**src/sv/tesc_pkg.sv**
```systemverilog
// ----------------------------------------------------------------------------
// tesc_pkg
// Types and constants for the TDC event stream checker.
// ----------------------------------------------------------------------------
package tesc_pkg;

    localparam int KIND_W   = 4;
    localparam int GEO_W    = 5;
    localparam int EVT_W    = 22;
    localparam int CHIP_W   = 2;
    localparam int TAG_W    = 12;
    localparam int COUNT_W  = 16;
    localparam int STAT_W   = 3;
    localparam int ERR_W    = 15;
    localparam int CHIDX_W  = 3;

    // Word kinds; codes from 8 upwards are unknown
    localparam logic [KIND_W-1:0] KIND_GLOBAL_HDR  = 4'd0;
    localparam logic [KIND_W-1:0] KIND_GLOBAL_TRL  = 4'd1;
    localparam logic [KIND_W-1:0] KIND_TDC_HDR     = 4'd2;
    localparam logic [KIND_W-1:0] KIND_MEASUREMENT = 4'd3;
    localparam logic [KIND_W-1:0] KIND_TDC_TRL     = 4'd4;
    localparam logic [KIND_W-1:0] KIND_TDC_ERROR   = 4'd5;
    localparam logic [KIND_W-1:0] KIND_TIME_TAG    = 4'd6;
    localparam logic [KIND_W-1:0] KIND_FILLER      = 4'd7;

    typedef struct packed {
        logic [KIND_W-1:0]  word_kind;
        logic [GEO_W-1:0]   geo_addr;
        logic [EVT_W-1:0]   event_number;
        logic [CHIP_W-1:0]  chip_number;
        logic [TAG_W-1:0]   event_tag;
        logic [COUNT_W-1:0] count_field;
        logic [STAT_W-1:0]  trailer_status;
        logic [ERR_W-1:0]   error_bits;
    } word_t;

    typedef struct packed {
        logic               count_jump;
        logic               geo_changed;
        logic               misplaced;
        logic [STAT_W-1:0]  status_bits;
        logic               geo_mismatch;
        logic               length_mismatch;
        logic               chip_mismatch;
        logic               tag_mismatch;
        logic [ERR_W-1:0]   chip_errors;
        logic               event_done;
        logic               scan_stop;
        logic               unknown_word;
    } flags_t;

    typedef struct packed {
        logic               inside_event;
        logic               inside_chip_block;
        logic               addr_known;
        logic [GEO_W-1:0]   saved_geo;
        logic               number_known;
        logic [EVT_W-1:0]   saved_event;
        logic [CHIDX_W-1:0] chip_index;
        logic [COUNT_W-1:0] word_position;
        logic [COUNT_W-1:0] block_start;
    } track_t;

endpackage

```
**src/sv/tdc_event_stream_checker_core.sv**
```systemverilog
// ----------------------------------------------------------------------------
// tdc_event_stream_checker_core
// Frame checker for a stream of decoded TDC readout words.
// ----------------------------------------------------------------------------
// Every accepted input beat (one decoded readout word) yields exactly one
// output beat of check flags, in order. The block runs at one word per clock
// cycle unless out_ready holds it off: a word is registered on entry, checked
// against the tracking state by a single pass of compare-and-count logic,
// and its flags are registered on exit, so a result passes through the entry
// register and then the exit register before out_valid rises. The
// tracking state (inside-event and inside-TDC-block flags, last event count,
// module address, TDC index, word positions) is updated in the same cycle the
// flags are captured, so back-to-back words see each other's effects. The
// entry and exit registers decouple the two channels: a new word is taken
// while a finished result waits for out_ready, and the block only stalls its
// input once both registers hold a beat. No configuration; reset returns the
// tracking state to "outside any event, nothing yet seen".
// ----------------------------------------------------------------------------
module tdc_event_stream_checker_core
    import tesc_pkg::*;
(
    input  logic   clk,
    input  logic   rst_n,
    input  logic   in_valid,
    output logic   in_ready,
    input  word_t  in_data,
    output logic   out_valid,
    input  logic   out_ready,
    output flags_t out_data
);

    // entry register
    logic   stage_valid_reg;
    logic   stage_valid_next;
    word_t  stage_data_reg;

    // exit register
    logic   out_valid_reg;
    logic   out_valid_next;
    flags_t out_data_reg;

    // tracking state
    track_t track_reg;
    track_t track_next;
    track_t track_step;
    flags_t flags;

    logic   advance;
    logic   take;

    // The exit register can accept a new result when it is empty or draining.
    assign advance  = !out_valid_reg || out_ready;
    // The entry register frees up when it is empty or moving forward.
    assign in_ready = !stage_valid_reg || advance;
    assign take     = in_valid && in_ready;

    assign out_valid = out_valid_reg;
    assign out_data  = out_data_reg;

    tesc_step u_step
    (
        .track      (track_reg),
        .word       (stage_data_reg),
        .track_next (track_step),
        .flags      (flags)
    );

    always_comb
    begin
        stage_valid_next = stage_valid_reg;
        out_valid_next   = out_valid_reg;
        track_next       = track_reg;
        if (in_ready)
            stage_valid_next = in_valid;
        if (advance)
        begin
            out_valid_next = stage_valid_reg;
            // commit the state change only for the word actually moving out
            if (stage_valid_reg)
                track_next = track_step;
        end
    end

    always_ff @(posedge clk or negedge rst_n)
    begin
        if (!rst_n)
        begin
            stage_valid_reg <= 1'b0;
            out_valid_reg   <= 1'b0;
            track_reg       <= '0;
        end
        else
        begin
            stage_valid_reg <= stage_valid_next;
            out_valid_reg   <= out_valid_next;
            track_reg       <= track_next;
        end
    end

    // payload: hold unless a beat moves in
    always_ff @(posedge clk)
    begin
        if (take)
            stage_data_reg <= in_data;
        if (advance && stage_valid_reg)
            out_data_reg <= flags;
    end

endmodule

```
**src/sv/tesc_step.sv**
```systemverilog
// ----------------------------------------------------------------------------
// tesc_step
// Check one readout word against the frame tracking state and form the
// flags and the next tracking state.
// ----------------------------------------------------------------------------
module tesc_step
    import tesc_pkg::*;
(
    input  track_t track,
    input  word_t  word,
    output track_t track_next,
    output flags_t flags
);

    logic [COUNT_W-1:0] wc;
    logic [COUNT_W-1:0] wc_inc;
    logic               chip_bad;
    logic               tag_bad;

    assign wc       = track.word_position;
    assign wc_inc   = wc + COUNT_W'(1);
    assign chip_bad = {1'b0, word.chip_number} != track.chip_index;
    assign tag_bad  = word.event_tag != track.saved_event[TAG_W-1:0];

    always_comb
    begin
        flags      = '0;
        track_next = track;
        if (!track.inside_event)
        begin
            priority if (word.word_kind == KIND_GLOBAL_HDR)
            begin
                if (track.number_known)
                    flags.count_jump = word.event_number != (track.saved_event + EVT_W'(1));
                if (track.addr_known)
                    flags.geo_changed = word.geo_addr != track.saved_geo;
                track_next.saved_event       = word.event_number;
                track_next.number_known      = 1'b1;
                track_next.saved_geo         = word.geo_addr;
                track_next.addr_known        = 1'b1;
                track_next.inside_event      = 1'b1;
                track_next.inside_chip_block = 1'b0;
                track_next.chip_index        = '0;
                track_next.word_position     = COUNT_W'(1);
            end
            else if (word.word_kind == KIND_FILLER)
            begin
                flags.scan_stop = 1'b1;
            end
            else if (word.word_kind[KIND_W-1])
            begin
                flags.scan_stop    = 1'b1;
                flags.unknown_word = 1'b1;
            end
            else
            begin
                flags.misplaced = 1'b1;
            end
        end
        else
        begin
            unique case (word.word_kind)
                KIND_GLOBAL_HDR:
                begin
                    flags.misplaced = 1'b1;
                end
                KIND_GLOBAL_TRL:
                begin
                    flags.misplaced              = track.inside_chip_block;
                    flags.status_bits            = word.trailer_status;
                    flags.geo_mismatch           = word.geo_addr != track.saved_geo;
                    flags.length_mismatch        = word.count_field != wc_inc;
                    flags.event_done             = 1'b1;
                    track_next.inside_event      = 1'b0;
                    track_next.inside_chip_block = 1'b0;
                end
                KIND_TDC_HDR:
                begin
                    flags.misplaced              = track.inside_chip_block;
                    flags.chip_mismatch          = chip_bad;
                    flags.tag_mismatch           = tag_bad;
                    track_next.inside_chip_block = 1'b1;
                    track_next.block_start       = wc;
                end
                KIND_MEASUREMENT:
                begin
                    flags.misplaced = !track.inside_chip_block;
                end
                KIND_TDC_TRL:
                begin
                    flags.misplaced              = !track.inside_chip_block;
                    flags.chip_mismatch          = chip_bad;
                    flags.tag_mismatch           = tag_bad;
                    flags.length_mismatch        =
                        word.count_field != (wc - track.block_start + COUNT_W'(1));
                    track_next.chip_index        = track.chip_index + CHIDX_W'(1);
                    track_next.inside_chip_block = 1'b0;
                end
                KIND_TDC_ERROR:
                begin
                    flags.chip_errors = word.error_bits;
                end
                KIND_TIME_TAG:
                begin
                    flags = '0;
                end
                KIND_FILLER:
                begin
                    flags.misplaced = 1'b1;
                end
                default:
                begin
                    flags.event_done             = 1'b1;
                    flags.unknown_word           = 1'b1;
                    track_next.inside_event      = 1'b0;
                    track_next.inside_chip_block = 1'b0;
                end
            endcase
            // advance the word position only while the event stays open
            if (track_next.inside_event)
                track_next.word_position = wc_inc;
        end
    end

endmodule

```
**config.mk**
```make
export PLATFORM = sky130hd
export DESIGN_NAME = tdc_event_stream_checker_core
export DESIGN_NICKNAME = d
export VERILOG_FILES = /design/src/sv/tesc_pkg.sv /design/src/sv/tdc_event_stream_checker_core.sv /design/src/sv/tesc_step.sv
export SDC_FILE = /design/constraint.sdc
export NUM_CORES = 1
export LEC_CHECK = 0
export ABC_CLOCK_PERIOD_IN_PS = 5000
export BUFFER_PORTS_ARGS = -buffer_cell sky130_fd_sc_hd__buf_2
export CORE_ASPECT_RATIO = 1.1
export CORE_MARGIN = 1.5
export CORE_UTILIZATION = 52
export CTS_CLUSTER_DIAMETER = 50
export DETAILED_ROUTE_END_ITERATION = 8
export PLACE_DENSITY = 0.68
export SKIP_CTS_REPAIR_TIMING = 1
export SKIP_LAST_GASP = 1
export SLEW_MARGIN = 10
export SYNTH_ARGS = -nofsm -noshare
export SYNTH_HDL_FRONTEND = slang
export SYNTH_HIERARCHICAL = 1
export SYNTH_SLANG_ARGS = --single-unit
```
**constraint.sdc**
```tcl
create_clock -name clk -period 5 [get_ports clk]
set_input_delay 0.25 -clock clk [delete_from_list [all_inputs] [get_ports clk]]
set_output_delay 0.25 -clock clk [all_outputs]
set_load 0.02 [all_outputs]
```
* Word-level counts from Yosys, hierarchy flattened *
Index checks and enable logic that the tools add are counted.

word-level totals
  register bits after elaboration = 174
  bits of input ports = 83
  output and inout bits = 30

operators by class
  add/subtract/negate cells = 5
  equality and inequality tests = 16
  multiplexer cells = 21
  bitwise logic cells = 3
  reduce and logical (&&, ||, !) cells = 27

operators by type and width
  kind                                                  number
  two-way mux 50 bit                                    1
  adder 16 x 1 -> 16 bit (second input constant)        2
  != test 16 bit                                        2
  adder 22 x 1 -> 22 bit (second input constant)        1
  != test 22 bit                                        1
  AND reduction 4 bit                                   5
  two-way mux 19 bit                                    1
  equality test 4 x 3 -> 1 bit (second input constant)  4
  two-way mux 16 bit                                    1
  subtractor 16 bit                                     1
  two-way mux 1 bit                                     12
  != test 12 bit                                        1
  OR reduction 2 bit                                    5
  equality test 4 x 2 -> 1 bit (second input constant)  2
  AND reduction 2 bit                                   4
  OR reduction 8 bit                                    1
  OR reduction 7 bit                                    1
  != test 5 bit                                         1
  OR reduction 5 bit                                    1
  equality test 4 x 1 -> 1 bit (second input constant)  1
  zero test 4 bit                                       1
  two-way mux 2 bit                                     2
  != test 2 x 1 -> 1 bit (second input constant)        2
  one-hot mux 1 bit (2 select lines)                    2
  11 further kinds                                      17

* Longest topological paths before layout *
Gate-level depths: netlist of the first run.

  word-level depth = 6
  depth in mapped cells = 14

* Cells and area by module *
Netlist of the first run, hierarchy kept.

modules (own cells, without submodules)
  module                         instances  cells an instance  area each (µm²)  sequential area each (µm²)
  tdc_event_stream_checker_core  1          255                5876.9           4914.7
  tesc_step                      1          547                3713.6           0.0

* Worst setup path before layout of the first run *
OpenSTA, ideal clock, no wires.

  path type = flip-flop to flip-flop
  start point = register track_reg[17] (netlist name)
  end point = register out_data_reg, in the netlist out_data[20] (data pin)
  library setup time = 0.265 ns
  arrival time = 3.229 ns
  required time = 4.735 ns
  setup slack = 1.506 ns
  stages on the path, launching flop included = 15
  buffers on the path = 0
  path through = dfrtp_1 > inv_1 > ha_1 > inv_1 > ha_1 > fa_1 > a21o_1 > a221oi_2 > o211a_1 > o21ai_0 > a31oi_1 > xor2_1 > or4_1 > nor4_1 > a31oi_1

between the ends
  cells in the longest elaborated chain, start to end = 4
  elaborated cells on any way between the ends = 6
  classes of those cells = add/sub (3); eq/ne (2); mux (1)

RTL lines
  what                                    line                                  source
  from (decl)                             tdc_event_stream_checker_core.sv:43   track_t track_reg;
  from (signal assigned)                  tdc_event_stream_checker_core.sv:96   track_reg <= track_next;
  subtractor 16 bit                       tesc_step.sv:95                       word.count_field != (wc - track.block_start + COUNT_W'(1));
  adder 16 x 1 -> 16 bit                  tesc_step.sv:95
  != test 16 bit                          tesc_step.sv:95
  one-hot mux 1 bit (2 select lines) (*)  tesc_step.sv:62                       unique case (word.word_kind)
  to (signal assigned)                    tdc_event_stream_checker_core.sv:106  out_data_reg <= flags;
  to (decl)                               tdc_event_stream_checker_core.sv:40   flags_t out_data_reg;

Every way passes the cells marked *; elsewhere a longest branch is shown, timed or not.
A chain may end at the register's enable or synchronous reset.

* Worst setup path after layout of the first run *
Same ends and word-level chain as after synthesis.

==> results.cfg, run 1 <==
[outcome]
status = finished clean

[sta]
skew_ps = 11.1
fmax_mhz = 257
setup_viol_count_final = 0
hold_violations = 0
timing.final.ws_setup_ps = 1110
tns_ps = 0
holdWs_ps = 12.9
rsz0062_at_grt = false
slew_headroom_pct = 20.6
worst_slew_pin_slew_ps = 1190
maxSlewViolCount = 0
min_period_over_period_pct = 77.7
fin_crit_ps = 3890

[grt]
grt_max_degree = 80
grt_first_pass_wirelength_um = 32100
grtUsageTotal_pct = 20.9
grt-ovfl-total = 0
antenna_found_initial = 0
grt_pass1_vias = 6532

[synth]
synthFlopType = edfxtp_1
post_synth.cell_area_avg_um2 = 12.0
syn-num-nets = 918
seq_area_frac_synth_pct = 51.2
synth_edf_count = 107
netlist_area_mm2 = 0.00959
ys_types = 67
synthCells = 802
async_flop_share_pct = 38.9
yosys_warnings = 6
ys_ff_latch = 175

[worst_hold_path]
hold_class = in2reg

[route]
num_vias = 6755
firstDrtPassIters = 5
wire_per_inst_um = 16.8
via_per_inst = 5.48
finalWirelength_um = 20700
ant_nets = 0
drc_errors = 0
dr.first_iter.drc_count = 412

[clocking]
cts_made_buffers = 17
cts_root_buffer = clkbuf_16
clkTransAtPathRegs_ps = 70
cts_sinks = 175
htreeDepth = 4
clock_latency_ps = 430
cts_tree = yes
clockBufferDepth = 2

[cells_and_area]
drive_gt1_share_pct = 27.0
final_common_cell = buf_2
synthToLayoutAreaGrowth_pct = 21.8
finalNetCount = 1097
largest_register_ffs = 79
num_antenna_cells = 0
postLayoutCoreUtil_pct = 65.4
mostFrequentLayoutCells = 112 x buf_2, 107 x edfxtp_1, 77 x dlygate4sd3_1
finalNonFillerCells = 1232

[power]
p_per_area_mw_per_mm2 = 376
ir_drop_mv = 0.247
p_leak_uw = 0.00483

[place]
post-place-cells = 1123
hpwl_um = 13200
dp_slack_ps = 1170
port_buffers = 112
gp_congestion = 0.894

[worst_setup_path]
start_kind = flip-flop
critical_path.max_stage_delay_ps = 510
crit_type = reg2reg
worstPathMaxFanout = 5
cp_cell_sequence = inv_1 > ha_1 > inv_1 > ha_1 > fa_1 > a21o_1 > a221oi_2 > o21ai_1 > xor2_1 > a21oi_2 > xnor2_1 > or4_1 > nor4_1 > a31oi_1
worst_path_max_delay_cell = or4_1
critPathRequiredTime_ps = 5180
crit_buf_inv = 2
cp_top_family = compound AO/OA/AOI/OAI gates
critPathArrivalTime_ps = 4060
end_kind = flip-flop

[job]
cap_violations = 0

[floorplan]
core-area_mm2 = 0.0179
start_util_pct = 53.7
die_w_um = 132
die-area_mm2 = 0.0193
die_h_um = 145
fp-row-count = 51
io_pins = 113
-- worst paths after layout --
check | end | slack, ps | cells after the start | from
max | out_data[20]$_DFFE_PP_ | 1110 | 14 | track_reg[17]$_DFFE_PN0P_
min | stage_data_reg[54]$_DFFE_PP_ | 10 | 1 | in_data[54]
max reg2reg | out_data[20]$_DFFE_PP_ | 1110 | 14 | track_reg[17]$_DFFE_PN0P_
min reg2reg | out_data[5]$_DFFE_PP_ | 520 | 1 | stage_data_reg[2]$_DFFE_PP_
max in group asynchronous | track_reg[41]$_DFFE_PN0P_ | 4340 | 2 | rst_n
min in group asynchronous | track_reg[35]$_DFFE_PN0P_ | 20 | 2 | rst_n
-- area by class of cell --
class / instances / area (µm²)
fillers: 1349 / 6180
flip-flops and latches: 175 / 4910
multi-input cells: 565 / 4410
repair buffers: 195 / 1380
clock buffers: 18 / 429
well taps: 238 / 298
clock inverters: 14 / 149
inverters: 27 / 101
-- synth_stat cells (all sizes together), types with 3 or more instances --
master	count	area share (%)
nand2b	6	0.47
and2	21	1.4
nor4	6	0.55
or3	5	0.33
nand4	15	1.1
or2	3	0.20
nand2	60	2.4
o21a	3	0.23
a21oi	33	1.8
a21o	3	0.23
a31oi	3	0.20
edfxtp	107	34
ha	32	4.2
o21ai	42	2.2
buf	16	1.1
nand3	26	1.4
mux2i	8	0.83
xor2	32	2.9
nor2	36	1.4
clkbuf	19	0.74
o31ai	8	0.63
o211ai	3	0.23
dfrtp	68	18
inv	27	1.1
mux2	104	13
nor2b	4	0.26
nor3	15	0.78
xnor2	49	4.5
and3	11	0.72
nor4b	3	0.50
-- kinds of logic (layout without fill, tap and decap cells) --
logic type | Yosys count | after routing | share of synthesized area [%]
DFF | 175 | 175 | 51.2
and+or+nand+nor | 220 | 220 | 12.2
AOI/OAI and AO/OA | 119 | 119 | 7.66
buffers and inverters | 62 | 254 | 2.90
xor gates and xnor gates | 81 | 81 | 7.40
muxes | 112 | 112 | 14.2
adders and majority gates | 33 | 33 | 4.38
-- routing by layer --
metal  wire, µm  global-route usage (%)  vias up
li1           -                       -     3265
met1       8780                    25.7     3267
met2      10700                    36.8      195
met3        865                    4.32       28
met4        362                    6.65        0
met5          0                       0        -
-- stage by stage --
stage,cell area [µm²],total power (µW)
floorplan,9590,2800
global placement,10300,2990
detailed placement,10300,3050
CTS,10900,4370
global route,11700,4620
finish,11700,4390
-- where the power goes --
part           total (µW)  internal, µW  leakage (µW)  switching [µW]
clock network        1300           706      0.000287             598
registers            2000          1740       0.00193             259
logic                1080           606       0.00261             477
Power figures use the tool's default switching activity.
==> run 2, diff against run 1 <==
--- a/config.mk
+++ b/config.mk
@@ -5,7 +5,8 @@
 export SDC_FILE = /design/constraint.sdc
 export NUM_CORES = 1
 export LEC_CHECK = 0
-export ABC_CLOCK_PERIOD_IN_PS = 5000
+export ABC_AREA = 1
+export ABC_CLOCK_PERIOD_IN_PS = 4000
 export BUFFER_PORTS_ARGS = -buffer_cell sky130_fd_sc_hd__buf_2
 export CORE_ASPECT_RATIO = 1.1
 export CORE_MARGIN = 1.5
==> constraint.sdc (replaced) <==
create_clock -name clk -period 4 [get_ports clk]
set_input_delay 0.2 -clock clk [delete_from_list [all_inputs] [get_ports clk]]
set_output_delay 0.2 -clock clk [all_outputs]
set_load 0.02 [all_outputs]
==> run 2 against run 1 <==
  * Register-to-register slack better by 20 ps
  * Critical path type unchanged
  * Sequential power increased by 26%
  * Count of clock-buffer cells in the layout is 1 lower
  * Largest cell class unchanged
  * Cell area grew 3.8%
  * Worst setup slack better by 23 ps
  * Via count grew 25%
  * Core utilization fell by 0.24 points
  * Maximum frequency up 36%
  * Highest routed layer unchanged
==> results.cfg, run 2 <==
[outcome]
status = finished clean

[floorplan]
start_util_pct = 53.6
die_h_um = 148
core-area_mm2 = 0.0186
die-area_mm2 = 0.0200
die_w_um = 135
fp-row-count = 52
io_pins = 113

[cells_and_area]
n_fill_cell = 1581
drive_gt1_share_pct = 13.1
mostFrequentLayoutCells = 402 x nand2_1, 146 x nand3_1, 140 x inv_1
fin_area_mm2 = 0.0121
finalNetCount = 1505
num_antenna_cells = 0
final_common_cell = nand2_1
largest_register_ffs = 79
synthToLayoutAreaGrowth_pct = 21.5

[grt]
grt_max_degree = 68
grt_first_pass_wirelength_um = 37500
grt-ovfl-total = 0
grt_pass1_vias = 7698
grtUsageTotal_pct = 23.7
antenna_found_initial = 0

[power]
power.switching_uw = 1920
intPower_uw = 3610
total_power_uw = 5540
p_per_area_mw_per_mm2 = 457
p_clk_share_pct = 30.5
seq_power_share_pct = 45.6
swShare_pct = 34.8
ir_drop_mv = 0.319
p_comb_share_pct = 23.9
p_leak_uw = 0.00579

[synth]
synthCells = 1208
syn-num-nets = 1324
netlist_area_mm2 = 0.00998
synth_commonest_cells = 402 x nand2_1, 146 x nand3_1, 141 x inv_1
ys_types = 38
synth_top_area_share_pct = 32.2
synthFlopType = edfxtp_1
yosys_warnings = 6
post_synth.cell_area_avg_um2 = 8.26
seq_area_frac_synth_pct = 49.3
synthTopCellsByArea = edfxtp_1 32%, dfrtp_1 17%, nand2_1 15%, nand3_1 7.3%, inv_1 5.3%
async_flop_share_pct = 38.9
synth_edf_count = 107
ys_ff_latch = 175
yosysTopAreaCell = edfxtp_1
yosysMostFrequentCell = nand2_1

[sta]
maxSlewViolCount = 0
slew_headroom_pct = 25.6
skew_ps = 11.4
fin_crit_ps = 2860
min_period_over_period_pct = 71.6
rsz0062_at_grt = false
timing.final.ws_setup_ps = 1140
setup_viol_count_final = 0
tns_ps = 0
fmax_mhz = 349
worst_slew_pin_slew_ps = 1110
hold_violations = 0

[route]
finalWirelength_um = 23900
num_vias = 8419
firstDrtPassIters = 5
ant_nets = 0
dr.first_iter.drc_count = 582
drc_errors = 0
via_per_inst = 5.12
wire_per_inst_um = 14.5

[clocking]
clockBufferDepth = 2
cts_tree = yes
clkTransAtPathRegs_ps = 70
cts_made_buffers = 17
cts_root_buffer = clkbuf_16
htreeDepth = 4
cts_sinks = 175
clock_latency_ps = 440

[job]
cap_violations = 0

[worst_setup_path]
start_kind = flip-flop
end_kind = flip-flop
crit_type = reg2reg
critPathArrivalTime_ps = 3060
critPathRequiredTime_ps = 4200
worstPathMaxFanout = 5

[place]
dp_slack_ps = 1190
hpwl_um = 15200
port_buffers = 112
place_area_mm2 = 0.0107
gp_congestion = 0.882

[worst_hold_path]
hold_class = in2reg
run 2: changes by cell type after synthesis, sizes merged, moves of 13 or more:
cell / change
mux2: -104
inv: +117
and2: -20
a21oi: -21
xnor2: -32
nand3: +123
nand2: +348
o22ai: +13
nor2: +46
run 2: logic make-up (layout without fill, tap and decap cells):
kind of cell | count (synthesis) | count (layout) | synth area share [%]
and+or+nand+nor | 677 | 677 | 29.2
buffers and inverters | 184 | 378 | 7.65
DFF | 175 | 175 | 49.3
AOI/OAI and AO/OA | 80 | 80 | 4.46
xor gates and xnor gates | 59 | 59 | 5.18
adders and majority gates | 33 | 33 | 4.21
run 2: through the flow:
| step | utilization, % | hold slack [ps] | std cells |
|---|---|---|---|
| 2_1_floorplan | - | -95.6 | 1208 |
| 3_3_place_gp | 57.6 | 376 | 1533 |
| 3_5_place_dp | 57.6 | 378 | 1533 |
| 4_1_cts | 60.8 | -87.6 | 1565 |
| 5_1_grt | 65.1 | 22.3 | 1645 |
| 6_report | 65.1 | 14.7 | 1645 |
run 2: worst max-delay path: stages (launching register included):
cell and delay (ps):
dfrtp_1 410, inv_1 90, ha_1 280, inv_1 40, ha_1 250, fa_1 400, nand2_1 90, nand2_1 90
nand3_1 100, nand2_1 100, nand2_1 120, nand2_1 80, nand2_1 70, nand3_1 60, nand3_1 90, nand2_1 50
nor2_1 110, nand2_1 50, nor2_1 90, nor2_1 50
run 2: final timing paths:
check | startpoint | end | slack [ps] | cells past startpoint
max | track_reg[17]$_DFFE_PN0P_ | out_data[20]$_DFFE_PP_ | 1140 | 19
min | in_valid | stage_valid_reg$_DFFE_PN0P_ | 10 | 3
max reg2reg | track_reg[17]$_DFFE_PN0P_ | out_data[20]$_DFFE_PP_ | 1140 | 19
min reg2reg | track_reg[63]$_DFFE_PN0P_ | track_reg[63]$_DFFE_PN0P_ | 490 | 2
max in group asynchronous | rst_n | stage_valid_reg$_DFFE_PN0P_ | 2570 | 3
min in group asynchronous | rst_n | track_reg[42]$_DFFE_PN0P_ | 440 | 2
run 2: power groups by stage:
stage	Combinational, µW	Sequential [µW]	Clock, µW
2_1_floorplan	955	2520	0
3_3_place_gp	1220	2550	0
3_5_place_dp	1250	2550	0
4_1_cts	1270	2520	1720
5_1_grt	1510	2570	1790
6_report	1330	2520	1690
run 2: metal layers:
layer / vias to the layer above / global-route usage [%] / share of wire, %
li1: 4279 / - / -
met1: 3888 / 31.4 / 43
met2: 225 / 40.1 / 50
met3: 27 / 4.02 / 4.7
met4: 0 / 6.67 / 1.5
met5: - / 0 / 0
run 2: final cells by class:
cell class              instances  area (µm²)  area share [%]
repair buffers                202        1450            12.0
clock inverters                15         186            1.54
well taps                     243         304            2.51
flip-flops and latches        175        4920            40.6
multi-input cells             849        4300            35.5
inverters                     144         542            4.47
clock buffers                  17         425            3.51
==> run 3, diff against run 2 <==
--- a/config.mk
+++ b/config.mk
@@ -6,14 +6,14 @@
 export NUM_CORES = 1
 export LEC_CHECK = 0
 export ABC_AREA = 1
-export ABC_CLOCK_PERIOD_IN_PS = 4000
+export ABC_CLOCK_PERIOD_IN_PS = 2500
 export BUFFER_PORTS_ARGS = -buffer_cell sky130_fd_sc_hd__buf_2
 export CORE_ASPECT_RATIO = 1.1
 export CORE_MARGIN = 1.5
 export CORE_UTILIZATION = 52
 export CTS_CLUSTER_DIAMETER = 50
 export DETAILED_ROUTE_END_ITERATION = 8
-export PLACE_DENSITY = 0.68
+export PLACE_DENSITY = 0.71
 export SKIP_CTS_REPAIR_TIMING = 1
 export SKIP_LAST_GASP = 1
 export SLEW_MARGIN = 10
==> constraint.sdc (replaced) <==
create_clock -name clk -period 2.5 [get_ports clk]
set_input_delay 0.125 -clock clk [delete_from_list [all_inputs] [get_ports clk]]
set_output_delay 0.125 -clock clk [all_outputs]
set_load 0.02 [all_outputs]
==> run 3 against run 2 <==
  * The run now ends with negative hold slack, negative setup slack left
  * Clock skew fell by 1.8 ps
  * Sequential share of layout area fell by 1.5 points
  * Clock power rose by 51%
  * Critical endpoint unchanged
==> results.cfg, run 3 (synthesized netlist as in run 2, its figures left out) <==
[power]
ir_drop_mv = 0.466
p_leak_uw = 0.00607
p_per_area_mw_per_mm2 = 702

[worst_setup_path]
critPathRequiredTime_ps = 2680
cp_top_family = simple AND/OR/NAND/NOR gates
r2r_slack_ps = -130
end_kind = flip-flop
cp_cell_sequence = ha_4 > inv_2 > ha_4 > fa_2 > nand2_2 > inv_2 > nor2_2 > nand2_1 > nand3_1 > nand2_1 > nor2_1 > nand3_1 > nor2_1 > nand2_1 > nor2_2 > nand2_1 > nor2_1 > nor2_1
critical_path.max_stage_delay_ps = 420
crit_type = reg2reg
critPathArrivalTime_ps = 2810
crit_buf_inv = 2
worstPathMaxFanout = 2
start_kind = flip-flop
worst_path_max_delay_cell = dfrtp_1

[sta]
rsz0062_at_grt = true
holdWs_ps = -19.5
fmax_mhz = 381
min_period_over_period_pct = 105
tns_ps = -127
hold_violations = 1
worst_slew_pin_slew_ps = 761
maxSlewViolCount = 0
timing.final.ws_setup_ps = -127
fin_crit_ps = 2630
skew_ps = 9.62
slew_headroom_pct = 49.3
setup_viol_count_final = 1

[place]
post-place-cells = 1586
port_buffers = 112
gp_congestion = 0.872
hpwl_um = 15600

[floorplan]
die_h_um = 148
fp-row-count = 52
start_util_pct = 53.6
die-area_mm2 = 0.0200
die_w_um = 135
io_pins = 113
core-area_mm2 = 0.0186

[grt]
grtUsageTotal_pct = 23.3
grt_max_degree = 80
antenna_found_initial = 0
grt-ovfl-total = 0
grt_first_pass_wirelength_um = 37000
grt_pass1_vias = 7813

[clocking]
cts_sinks = 175
cts_made_buffers = 17
clock_latency_ps = 430
clockBufferDepth = 2
clkTransAtPathRegs_ps = 70
cts_tree = yes
cts_root_buffer = clkbuf_16
htreeDepth = 4

[route]
wl_met1_um = 10200
ant_nets = 0
dr.first_iter.drc_count = 548
firstDrtPassIters = 5
via_per_inst = 5.09
dr_wl_met2_um = 12500
wire_per_inst_um = 14.2
wl_met3_um = 1110
drc_errors = 0
finalWirelength_um = 24200
top_layer_used = met4
num_vias = 8653

[cells_and_area]
n_fill_cell = 1516
synthToLayoutAreaGrowth_pct = 26.2
finalNetCount = 1560
mostFrequentLayoutCells = 399 x nand2_1, 145 x nand3_1, 137 x inv_1
postLayoutCoreUtil_pct = 67.7
largest_register_ffs = 79
final_common_cell = nand2_1
num_antenna_cells = 0
drive_gt1_share_pct = 17.4
finalNonFillerCells = 1700

[outcome]
status = complete, but fails checks
violations = negative hold slack, negative setup slack

[worst_hold_path]
hold_class = in2reg

[job]
cap_violations = 0
[run 3: cell count changes in the layout (fill, tap and decap cells not counted), moves of 3 or more]
cell     before  now
buf_4         9   62
inv_6         1    5
ha_1         32   29
ha_4          0    3
inv_1       140  137
inv_2         3    6
nand2_1     402  399
nand2_2       6    9
[run 3: final cells by class]
| cell class | count | area [µm²] | share of cell area, % |
|---|---|---|---|
| Sequential cell | 175 | 4920 | 39.0 |
| Multi-Input combinational cell | 849 | 4370 | 34.7 |
| Timing Repair Buffer | 257 | 1890 | 15.0 |
| Inverter | 144 | 544 | 4.32 |
| Clock buffer | 17 | 425 | 3.38 |
| Tap cell | 243 | 304 | 2.41 |
| Clock inverter | 15 | 144 | 1.14 |
[run 3: through the flow]
step	worst slack (ps)	cell area, µm²	total power [µW]
after floorplan	18.0	9990	5560
after global placement	-93.1	11100	6100
after detailed placement	-150	11100	6160
after CTS	-170	11700	8710
after global routing	-402	12600	9370
final	-127	12600	8840
[run 3: power breakdown]
group / switching [µW] / internal [µW]
Combinational: 1320 / 958
Sequential: 461 / 3540
Clock: 1240 / 1330
[run 3: metal layers]
| metal | vias to the layer above | track usage [%] |
|---|---|---|
| met5 | - | 0 |
| met4 | 0 | 6.56 |
| met3 | 24 | 3.24 |
| met2 | 214 | 40.4 |
| met1 | 4013 | 30.7 |
| li1 | 4402 | - |
[run 3: worst register-to-register path: cells and delay by family (launching register included)]
kind                       cells  cell delay [ps]
buffers and inverters          2               70
DFF                            1              420
and+or+nand+nor               13             1100
adders and majority gates      3              800
[run 3: final timing paths]
check                           cells after the start                           to                       from
worst max-delay path                               18       out_data[20]$_DFFE_PP_   track_reg[1]$_DFFE_PN0P_
min in group asynchronous                           2    track_reg[43]$_DFFE_PN0P_                      rst_n
worst max register to register                     18       out_data[20]$_DFFE_PP_   track_reg[1]$_DFFE_PN0P_
max in group asynchronous                           3    track_reg[21]$_DFFE_PN0P_                      rst_n
worst min register to register                      2    track_reg[63]$_DFFE_PN0P_  track_reg[63]$_DFFE_PN0P_
worst min-delay path                                3  stage_valid_reg$_DFFE_PN0P_                   in_valid
